`src/rtl/sfd_pkg.sv`:
```
package sfd_pkg;

  localparam int DEFAULT_BUFFER_DEPTH = 64;
  localparam int ID_W   = 4;
  localparam int BYTE_W = 8;
  localparam int IDX_W  = 6;

  localparam logic [ID_W-1:0] HDR_NIBBLE_RESET = 4'hA;

  typedef logic [ID_W-1:0]   nibble_t;
  typedef logic [BYTE_W-1:0] byte_t;
  typedef logic [IDX_W-1:0]  idx_t;

  typedef struct packed {
    logic load_id;
    logic load_len;
    logic store;
    logic clear_index;
    logic next_index;
    logic capture;
  } cmd_t;

  typedef struct packed {
    logic hdr_match;
    logic len_ok;
    logic count_done;
    logic sum_ok;
    logic id_zero;
    logic shown_last;
  } status_t;

endpackage

```
`src/rtl/sfd_datapath.sv`:
```
module sfd_datapath #(
  parameter int BUFFER_DEPTH = sfd_pkg::DEFAULT_BUFFER_DEPTH
) (
  input  logic             clk,
  input  logic             rst,
  input  logic             cfg_wen,
  input  sfd_pkg::nibble_t cfg_wdata,
  input  sfd_pkg::byte_t   rx_byte,
  input  sfd_pkg::cmd_t    cmd,
  output sfd_pkg::status_t status,
  output sfd_pkg::nibble_t frame_id,
  output sfd_pkg::idx_t    byte_index,
  output sfd_pkg::byte_t   payload_byte,
  output sfd_pkg::idx_t    frame_length,
  output logic             empty_frame,
  output logic             last
);
  import sfd_pkg::*;

  localparam int LEN_W = $clog2(BUFFER_DEPTH);

  nibble_t           header_nibble;
  nibble_t           held_id;
  logic [LEN_W-1:0]  held_length;
  logic [LEN_W-1:0]  received_count;
  byte_t             running_sum;
  logic [LEN_W-1:0]  emit_index;
  byte_t             mem [BUFFER_DEPTH];
  byte_t             rd_data;
  logic              out_empty;
  logic              index_last;

  assign index_last = (emit_index == held_length - LEN_W'(1));

  assign status.hdr_match  = (rx_byte[7:4] == header_nibble);
  assign status.len_ok     = ({1'b0, rx_byte} < 9'(BUFFER_DEPTH));
  assign status.count_done = (received_count == held_length);
  assign status.sum_ok     = (rx_byte == running_sum);
  assign status.id_zero    = (held_id == '0);
  assign status.shown_last = last;

  always_ff @(posedge clk) begin
    if (rst) begin
      header_nibble  <= HDR_NIBBLE_RESET;
      held_id        <= '0;
      held_length    <= '0;
      received_count <= '0;
      running_sum    <= '0;
      emit_index     <= '0;
    end else begin
      if (cfg_wen) begin
        header_nibble <= cfg_wdata;
      end
      if (cmd.load_id) begin
        held_id <= rx_byte[3:0];
      end
      if (cmd.load_len) begin
        held_length    <= rx_byte[LEN_W-1:0];
        received_count <= '0;
        running_sum    <= '0;
      end else if (cmd.store) begin
        received_count <= received_count + LEN_W'(1);
        running_sum    <= running_sum + rx_byte;
      end
      if (cmd.clear_index) begin
        emit_index <= '0;
      end else if (cmd.next_index) begin
        emit_index <= emit_index + LEN_W'(1);
      end
    end
  end

  always_ff @(posedge clk) begin
    if (cmd.store) begin
      mem[received_count] <= rx_byte;
    end
    rd_data <= mem[emit_index];
  end

  always_ff @(posedge clk) begin
    if (cmd.capture) begin
      frame_id     <= held_id;
      byte_index   <= IDX_W'(emit_index);
      frame_length <= IDX_W'(held_length);
      out_empty    <= (held_length == '0);
      last         <= (held_length == '0) || index_last;
    end
  end

  assign empty_frame  = out_empty;
  assign payload_byte = out_empty ? '0 : rd_data;

endmodule

```
`src/rtl/sfd_controller.sv`:
```
module sfd_controller (
  input  logic             clk,
  input  logic             rst,
  input  logic             in_valid,
  output logic             in_ready,
  output logic             out_valid,
  input  logic             out_ready,
  input  sfd_pkg::status_t status,
  output sfd_pkg::cmd_t    cmd
);
  import sfd_pkg::*;

  typedef enum logic [1:0] {PH_IDLE, PH_LEN, PH_DATA} phase_t;
  typedef enum logic [1:0] {EM_OFF, EM_READ, EM_SHOW} emit_t;

  phase_t phase, phase_next;
  emit_t  em, em_next;
  logic   in_acc;
  logic   out_acc;

  assign in_ready  = (em == EM_OFF) ||
                     ((em == EM_SHOW) && status.shown_last && (phase == PH_IDLE));
  assign out_valid = (em == EM_SHOW);
  assign in_acc    = in_valid && in_ready;
  assign out_acc   = out_valid && out_ready;

  always_comb begin
    cmd        = '0;
    phase_next = phase;
    em_next    = em;
    if (in_acc) begin
      unique case (phase)
        PH_LEN: begin
          if (status.len_ok) begin
            cmd.load_len = 1'b1;
            phase_next   = PH_DATA;
          end else begin
            cmd.load_id = status.hdr_match;
            phase_next  = status.hdr_match ? PH_LEN : PH_IDLE;
          end
        end
        PH_DATA: begin
          if (!status.count_done) begin
            cmd.store = 1'b1;
          end else if (status.sum_ok) begin
            phase_next = PH_IDLE;
            if (!status.id_zero) begin
              cmd.clear_index = 1'b1;
              em_next         = EM_READ;
            end
          end else begin
            cmd.load_id = status.hdr_match;
            phase_next  = status.hdr_match ? PH_LEN : PH_IDLE;
          end
        end
        default: begin
          cmd.load_id = status.hdr_match;
          phase_next  = status.hdr_match ? PH_LEN : PH_IDLE;
        end
      endcase
    end
    unique case (em)
      EM_READ: begin
        cmd.capture = 1'b1;
        em_next     = EM_SHOW;
      end
      EM_SHOW: begin
        if (out_acc) begin
          if (status.shown_last) begin
            em_next = EM_OFF;
          end else begin
            cmd.next_index = 1'b1;
            em_next        = EM_READ;
          end
        end
      end
      default: begin
      end
    endcase
  end

  always_ff @(posedge clk) begin
    if (rst) begin
      phase <= PH_IDLE;
      em    <= EM_OFF;
    end else begin
      phase <= phase_next;
      em    <= em_next;
    end
  end

endmodule

```
`src/rtl/serial_frame_deframer_top.sv`:
```
// Serial frame deframer.
// Input channel (in_valid/in_ready, rx_byte): one received byte per beat.
// Frames are header (high nibble = header_nibble), length, payload, checksum.
// Output channel (out_valid/out_ready): one beat per payload byte of a good
// frame with nonzero id, last on the final beat; an empty frame gives one
// beat with empty_frame set.
// cfg_wen/cfg_wdata write the header_nibble register (reset value 0xA).
// After the checksum byte is taken, each result goes through a read state
// (payload store read), then a show state that holds until it is taken.
// Throughput: one input byte per cycle while no frame is being emitted.
// During emission input is held off, except that while the last result
// waits bytes are taken up to and including the first matching header byte.
// A stalled receiver holds the shown result and, but for that, the input.
// Reset clears the parser and emission state; the payload store is not
// cleared, so the block is ready as soon as reset is released.
module serial_frame_deframer_top #(
  parameter int BUFFER_DEPTH = sfd_pkg::DEFAULT_BUFFER_DEPTH
) (
  input  logic             clk,
  input  logic             rst,
  input  logic             cfg_wen,
  input  sfd_pkg::nibble_t cfg_wdata,
  input  logic             in_valid,
  output logic             in_ready,
  input  sfd_pkg::byte_t   rx_byte,
  output logic             out_valid,
  input  logic             out_ready,
  output sfd_pkg::nibble_t frame_id,
  output sfd_pkg::idx_t    byte_index,
  output sfd_pkg::byte_t   payload_byte,
  output sfd_pkg::idx_t    frame_length,
  output logic             empty_frame,
  output logic             last
);
  import sfd_pkg::*;

  cmd_t    cmd;
  status_t status;

  sfd_controller u_ctrl (
    .clk       (clk),
    .rst       (rst),
    .in_valid  (in_valid),
    .in_ready  (in_ready),
    .out_valid (out_valid),
    .out_ready (out_ready),
    .status    (status),
    .cmd       (cmd)
  );

  sfd_datapath #(
    .BUFFER_DEPTH (BUFFER_DEPTH)
  ) u_dp (
    .clk          (clk),
    .rst          (rst),
    .cfg_wen      (cfg_wen),
    .cfg_wdata    (cfg_wdata),
    .rx_byte      (rx_byte),
    .cmd          (cmd),
    .status       (status),
    .frame_id     (frame_id),
    .byte_index   (byte_index),
    .payload_byte (payload_byte),
    .frame_length (frame_length),
    .empty_frame  (empty_frame),
    .last         (last)
  );

endmodule
```
`config.mk`:
```
export PLATFORM = sky130hd
export DESIGN_NAME = serial_frame_deframer_top
export DESIGN_NICKNAME = d
export VERILOG_FILES = /design/src/rtl/sfd_pkg.sv /design/src/rtl/sfd_datapath.sv /design/src/rtl/sfd_controller.sv /design/src/rtl/serial_frame_deframer_top.sv
export SDC_FILE = /design/constraint.sdc
export NUM_CORES = 1
export LEC_CHECK = 0
export BUFFER_PORTS_ARGS = -buffer_cell sky130_fd_sc_hd__buf_2
export CORE_ASPECT_RATIO = 0.6
export CORE_MARGIN = 2
export CORE_UTILIZATION = 45
export CTS_CLUSTER_DIAMETER = 40
export DETAILED_ROUTE_END_ITERATION = 8
export GPL_ROUTABILITY_DRIVEN = 0
export HOLD_SLACK_MARGIN = 0.02
export PLACE_DENSITY = 0.64
export SLEW_MARGIN = 15
export SYNTH_ARGS = -nofsm -noshare
export SYNTH_HDL_FRONTEND = slang
export SYNTH_SLANG_ARGS = --single-unit
export TNS_END_PERCENT = 5
```
`constraint.sdc`:
```
create_clock -name clk -period 2.9 [get_ports clk]
set_input_delay 0.435 -clock clk [delete_from_list [all_inputs] [get_ports clk]]
set_output_delay 0.435 -clock clk [all_outputs]
set_load 0.01 [all_outputs]
```
==> run metrics, run 1 <==
setup total negative slack=0 ns; Crit Path Class=reg -> reg; worst-path cell chain=xor2_1 -> nor4_4 -> a21o_1 -> or4_1 -> nor2_1 -> buf_4; peak supply drop=0.000425 V; CP Capture Type=register; crit path DAT=3.05 ns; CP peak stage delay=0.78 ns; final setup skew=0.0241 ns; Finished Core Util=52.3%; asr flop ratio synth=0%; Worst-Skew Late Latency=0.60 ns; slowest CP cell=or4_1; core area=0.0509 mm2; Syn-to-layout area delta=15.0%; die footprint=0.0534 mm2; reg2reg setup slack=0.15 ns; CTS Root Cell=clkbuf_16; Worst-Margin Slew=0.877 ns; final worst slack=0.149 ns; Pre-antenna DRT Iters=5; Critical Path End=u_dp.mem[8][3]$_DFFE_PP_; final instance area=0.0266 mm2; HP Class=in -> reg; Crit path depth=6; Post-CTS Resized=0; register area=0.0168 mm2; Unique masters post-synth=68; maxcap violations=0; Num CTS Buffers=52; Crit path required time=3.20 ns; reg2reg path depth=6; via count=12,800; fmax=363 MHz; reg-to-reg critical path endpoint=u_dp.mem[8][3]$_DFFE_PP_; top cell type's share of synthesized area=68.7%; ranking of synthesized cells by area=edfxtp_1 69%, mux4_2 11%, dfxtp_1 4.0%, mux2i_1 2.6%, nor2_1 1.3%; DRC=0; Seq cells post-synth=576; Routed Antenna Nets=0; hpwl dp=39,600 um; Via density=5.94; diode count=0; sequential share of the synthesized area=72.7%; GRT Total Usage=22.4%; Worst R2R Start=u_dp.received_count[1]$_SDFFE_PP0P_; clk buf depth=3; status=complete, no violations; Yosys top cell by area=edfxtp_1; H-tree depth=2; cts hold-fix bufs=0; RSZ-0062 raised after global routing=false; post-placement cell area=0.0250 mm2; Final Slew Violations=0; Port-buffer cells=44; share of cells above drive strength 1=26.8%; synthesized area=0.0232 mm2; vias in the first global route=12,400; crit-path max FO=10; fillers=4,157; gate count after technology mapping=1,262; Clock transition at path regs=0.07 ns; Bufs and invs on worst path=1; Critical Path Source Type=register; num ports=45; final critical-path share of the clock period=94.9%; die height=180 um; first-pass GRT wire length=87,400 um; Slew HR=41.6%; Worst path top cell family by delay=simple AND/OR/NAND/NOR gates; initial antenna violation count=3; Tmin final=2.75 ns; Synth Area per Inst=18.4 um2; Initial Util=45.5%; largest net degree at the start of global routing=67; EDFF count, synth=530; Ys Warns=0; # clock sinks=576; row cnt=64; grt total ovfl=0; multi-input logic area=0.00591 mm2; Hold Fails Final Rpt=0; final wirelength=59,800 um; final setup fails=0; Synth Net Count=1,297; Worst Setup SP=u_dp.received_count[1]$_SDFFE_PP0P_; Die X=297 um; pre-CTS WS=0.209 ns; post-CTS setup buffers=0; 1st-iter DRT viols=1,812; Final #Nets=1,462; Post-synth top flop=edfxtp_1; Pwr Density=597 mW/mm2; routed len/inst=27.7 um; leak pwr=8.45 nW; CTS tree=built
[cell families (layout without fill, tap and decap cells)]
logic type	Yosys count	after routing	share of synthesized area (%)
flops	576	576	72.7
simple gates	234	234	5.18
mux	178	178	13.6
compound gates	143	143	4.43
buf+inv	85	292	2.04
xor+xnor	28	28	1.06
fa+ha+maj	18	18	1.00
[worst register-to-register path: cells and delay by family (launching register included)]
kind                   cells  cell delay, ns
AND/OR/NAND/NOR            3            1.20
flip-flops                 1            0.50
XOR/XNOR                   1            0.33
AO/OA/AOI/OAI              1            0.23
buffers and inverters      1            0.20
[flip-flops by register name, summed over array words and instances (netlist names), 2 cells and up]
| signal | cells |
|---|---|
| u_dp.mem | 512 |
| u_dp.rd_data | 8 |
| u_dp.running_sum | 8 |
| u_dp.byte_index | 6 |
| u_dp.emit_index | 6 |
| u_dp.frame_length | 6 |
| u_dp.held_length | 6 |
| u_dp.received_count | 6 |
| u_dp.frame_id | 4 |
| u_dp.header_nibble | 4 |
| u_dp.held_id | 4 |
| u_ctrl.em | 2 |
| u_ctrl.phase | 2 |
[worst min path at each step]
| stage | startpoint | end | slack (ns) | depth (start not counted) |
|---|---|---|---|---|
| 5_1_grt | cfg_wdata[3] | u_dp.header_nibble[3]$_SDFFE_PP1P_ | 0.06 | 3 |
| 2_1_floorplan | u_dp.held_length[2]$_SDFFE_PP0P_ | u_dp.frame_length[2]$_DFFE_PP_ | 0.40 | 0 |
| 3_5_place_dp | u_dp.running_sum[3]$_SDFFE_PP0P_ | u_dp.running_sum[3]$_SDFFE_PP0P_ | 0.45 | 2 |
| 3_3_place_gp | u_dp.held_id[0]$_SDFFE_PP0P_ | u_dp.frame_id[0]$_DFFE_PP_ | 0.43 | 0 |
| 4_1_cts | cfg_wdata[3] | u_dp.header_nibble[3]$_SDFFE_PP1P_ | 0.05 | 3 |
| 6_report | cfg_wdata[1] | u_dp.header_nibble[1]$_SDFFE_PP1P_ | 0.07 | 3 |
[synth_stat cells, drive strengths merged (7+ instances only)]
| cell type | n |
|---|---|
| a211oi | 14 |
| a21oi | 24 |
| ha | 17 |
| buf | 50 |
| edfxtp | 530 |
| a22oi | 22 |
| nor2 | 79 |
| xor2 | 15 |
| mux4 | 109 |
| nor3 | 14 |
| inv | 13 |
| xnor2 | 13 |
| nand2 | 38 |
| mux2 | 9 |
| dfxtp | 46 |
| o22ai | 17 |
| nor2b | 19 |
| clkbuf | 21 |
| nor4 | 15 |
| nand3 | 26 |
| mux2i | 60 |
| and3 | 7 |
| o21ai | 13 |
[layout by cell type (no fill, tap or decap), drive strengths merged, types with 13 or more instances in the layout]
cell	n
nor4	15
nor2b	19
a22oi	22
clkbuf	70
xnor2	13
clkinv	23
nand3	26
a211oi	14
buf	182
a21oi	24
ha	17
edfxtp	530
mux4	109
nor3	14
dfxtp	46
nor2	79
mux2i	60
o21ai	13
inv	14
o22ai	17
nand2	38
xor2	15
[through the flow]
stage               std cells  hold slack [ns]  power (W)
detailed placement       2066            0.453    0.00948
finish                   2162           0.0686     0.0159
global placement         2066            0.429    0.00947
floorplan                1262            0.403    0.00929
CTS                      2162           0.0507     0.0160
global route             2162           0.0611     0.0164
[metal layers]
metal	track usage [%]	up-vias	wire length, um
li1	-	5443	-
met1	37.4	6631	28700
met5	0	-	0
met2	29.3	678	23900
met3	5.34	83	6130
met4	4.69	0	990
[report_power, final]
group	total [W]	internal, W	switching (W)	leakage, nW
combinational	0.000234	0.0000427	0.000192	2.54
clock	0.00661	0.00357	0.00304	0.786
sequential	0.00906	0.00905	0.00000529	5.12
total	0.0159	0.0127	0.00323	8.45
[area by class of cell]
class	instances	share of cell area (%)
multi-input cells	601	22.2
clock inverters	26	0.672
inverters	14	0.197
clock buffers	70	5.38
well taps	693	3.25
repair buffers	182	5.09
flip-flops and latches	576	63.2
(Power assumes the default switching activity.)
==> run 2, diff against run 1 <==
Settings changed: SYNTH_HIERARCHICAL set to 1.
==> run 2 against run 1 <==
Wire length decreased by 1.8%. Synthesized area increased by 0.21%. Hold slack got worse by 0.0086 ns. Total power increased by 2.1%. Sequential power about the same. Core utilization increased by 0.16 points. Critical endpoint is now u_dp/mem[36][6]$_DFFE_PP_.
==> run metrics, run 2 <==
status=complete, no violations; CP Capture Type=register; num ports=45 (unchanged); Synth Area per Inst=18.0 um2 (-1.8%); grt total ovfl=0 (unchanged); most frequent cells in the layout=530 x edfxtp_1, 131 x buf_4, 115 x nor2_1; Finished Core Util=52.5% (+0.16 points); Bufs and invs on worst path=3 (+2); Commonest cells post-synth=530 x edfxtp_1, 121 x nor2_1, 94 x mux4_2, 89 x mux2i_1, 46 x dfxtp_1; vias in the first global route=12,300 (-0.81%); Pwr Density=608 mW/mm2 (+1.8%); Pre-antenna DRT Iters=5 (unchanged); share of cells above drive strength 1=26.4% (-0.35 points); worst-path cell chain=xnor2_1 -> nand4_1 -> nor3_1 -> or2b_1 -> nor2_1 -> buf_4 -> inv_1 -> nor2_1 -> nand2_1 -> nor2_1 -> buf_4; Unique masters post-synth=69 (+1.5%); first-pass GRT wire length=85,100 um (-2.6%); Via density=5.79 (-2.4%); Critical Path Source Type=register; top cell type's share of synthesized area=68.6% (-0.14 points); Final Slew Violations=0 (unchanged); die height=180 um (+0.10%); Hold Crit Endpoint=u_dp/header_nibble[3]$_SDFFE_PP1P_; crit-path max FO=10 (unchanged); Initial Util=45.6% (+0.093 points); 1st-iter DRT viols=1,617 (-11%); initial antenna violation count=0 (-3); # clock sinks=576 (unchanged); Most Frequent Cell on Critical Path=nor2_1; final wirelength=58,700 um (-1.8%); CP peak stage delay=0.46 ns (-0.32 ns); Worst path top cell family by delay=simple AND/OR/NAND/NOR gates; core area=0.0509 mm2 (unchanged); reg-to-reg critical path endpoint=u_dp/mem[36][6]$_DFFE_PP_; most frequent cell after synthesis=edfxtp_1; Worst Setup SP=u_dp/held_length[0]$_SDFFE_PP0P_; Tmin final=2.87 ns (+0.115 ns); total power=0.0162 W (+2.1%); reg2reg path depth=11 (+5); Hold Path Cell Cnt=2 (-1); clk buf depth=3 (unchanged); Synth Net Count=1,323 (+2.0%); Worst-Margin Slew=0.886 ns (+0.00971 ns); Most flops, register=u_dp/mem; routed len/inst=26.8 um (-3.0%); final setup skew=0.0197 ns (-0.00436 ns); ranking of synthesized cells by area=edfxtp_1 69%, mux4_2 9.1%, dfxtp_1 4.0%, mux2i_1 3.8%, nor2_1 2.0%; Die X=297 um (+0.10%); Clock transition at path regs=0.06 ns (about the same); Post-synth top flop=edfxtp_1; max FFs per register=512 (unchanged); maxcap violations=0 (unchanged); setup total negative slack=0 ns (unchanged); H-tree depth=2 (unchanged); EDFF count, synth=530 (unchanged); final critical-path share of the clock period=98.8% (+4.0 points); slowest CP cell=dfxtp_1; hpwl dp=39,100 um (-1.2%); asr flop ratio synth=0% (unchanged); final setup fails=0 (unchanged); Crit path required time=3.19 ns (about the same); row cnt=64 (unchanged); via count=12,700 (-1.2%); Worst R2R Start=u_dp/held_length[0]$_SDFFE_PP0P_; HP Class=in -> reg; Largest regs=u_dp/mem (512), u_dp/rd_data (8), u_dp/running_sum (8); Final #Nets=1,488 (+1.8%); Port-buffer cells=44 (unchanged); HP Start=cfg_wdata[3]; Slew HR=40.9% (-0.65 points); leak pwr=8.58 nW (+1.6%); Hold Fails Final Rpt=0 (unchanged); Ys Warns=6 (+6); Syn-to-layout area delta=15.1%; Num CTS Buffers=52 (unchanged); CTS Root Cell=clkbuf_16; largest net degree at the start of global routing=67 (unchanged); reg2reg setup slack=0.03 ns (-0.12 ns); Routed Antenna Nets=0 (unchanged); RSZ-0062 raised after global routing=true; die footprint=0.0535 mm2 (+0.20%); leading cell type in the layout, fill and taps excluded=edfxtp_1; peak supply drop=0.000594 V (+40%); Seq cells post-synth=576 (unchanged); synthesized area=0.0232 mm2 (+0.21%); gate count after technology mapping=1,288 (+2.1%); Crit Path Class=reg -> reg; Yosys top cell by area=edfxtp_1; post-CTS setup buffers=0 (unchanged); CTS tree=built; sequential share of the synthesized area=72.5% (-0.15 points); fmax=349 MHz (-4.0%); DRC=0 (unchanged); crit path DAT=3.16 ns (+0.11 ns); Worst-Skew Late Latency=0.59 ns (about the same); GRT Total Usage=21.9% (-0.54 points)
-- run 2: cell count changes in the layout (fill, tap and decap cells not counted), sizes merged, moves of 6 or more --
cell | previous run | this run
nor2 | 79 | 121
a22oi | 22 | 3
mux4 | 109 | 98
mux2i | 60 | 89
clkbuf | 70 | 64
inv | 14 | 21
o22ai | 17 | 29
a21oi | 24 | 18
o21ai | 13 | 4
nor4 | 15 | 6
nand3 | 26 | 14
nand2b | 2 | 8
-- run 2: cells by family after synthesis --
| group | count (synthesis) | synth area share, % |
|---|---|---|
| buffers and inverters | 87 | 2.19 |
| DFF | 576 | 72.5 |
| xor gates and xnor gates | 30 | 1.13 |
| muxes | 195 | 13.9 |
| adders and majority gates | 18 | 1.00 |
| and+or+nand+nor | 260 | 5.30 |
| AOI/OAI and AO/OA | 122 | 4.00 |
-- run 2: metal layers --
| metal | vias up | track usage [%] | routed length, um |
|---|---|---|---|
| li1 | 5477 | - | - |
| met1 | 6529 | 34.4 | 27000 |
| met2 | 610 | 29.0 | 23500 |
| met3 | 68 | 7.90 | 7230 |
| met4 | 0 | 4.44 | 1000 |
| met5 | - | 0 | 0 |
-- run 2: worst max path at each step --
| stage | cells past startpoint | end | slack [ns] |
|---|---|---|---|
| final | 11 | u_dp/mem[36][6]$_DFFE_PP_ | 0.03 |
| after global routing | 11 | u_dp/mem[2][2]$_DFFE_PP_ | -0.06 |
| after CTS | 11 | u_dp/mem[17][1]$_DFFE_PP_ | 0.03 |
| after detailed placement | 11 | u_dp/mem[57][1]$_DFFE_PP_ | 0.05 |
| after global placement | 11 | u_dp/mem[57][2]$_DFFE_PP_ | 0.08 |
| after floorplan | 9 | u_dp/mem[48][0]$_DFFE_PP_ | -0.11 |
-- run 2: stage by stage --
stage / area, um2 / setup slack [ns] / instances / hold slack [ns]
after floorplan: 23200 / -0.115 / 1288 / 0.403
after global placement: 25000 / 0.0772 / 2092 / 0.458
after detailed placement: 25000 / 0.0545 / 2092 / 0.449
after CTS: 26700 / 0.0310 / 2189 / 0.0371
after global routing: 26700 / -0.0592 / 2189 / 0.0387
final: 26700 / 0.0337 / 2190 / 0.0600
-- run 2: power breakdown --
group          total (W)  internal (W)  switching [W]
sequential       0.00906       0.00905     0.00000381
combinational   0.000238     0.0000430       0.000195
clock            0.00695       0.00389        0.00305
-- run 2: worst register-to-register path, stage by stage, from the launching register on --
cell     delay [ns]
dfxtp_1        0.46
xnor2_1        0.11
nand4_1        0.10
nor3_1         0.08
or2b_1         0.28
nor2_1         0.12
buf_4          0.19
inv_1          0.08
nor2_1         0.23
nand2_1        0.44
nor2_1         0.27
buf_4          0.22
-- run 2: timing repair --
| action | 4_1_cts | 5_1_grt |
|---|---|---|
| hold buffers | 0 | 0 |
| resized for setup | 0 | 2 |
| setup endpoints to repair | 0 | 158 |
| hold endpoints to repair | 0 | 0 |
-- run 2: cell type report --
cell class | count | area, um2
antenna | 1 | 2.50
clock buffer | 64 | 1400
clock inverter | 33 | 313
fill | 4120 | 24200
inverter | 17 | 63.8
multi-input combinational | 625 | 5910
sequential | 576 | 16800
tap | 693 | 867
timing repair buffer | 181 | 1320
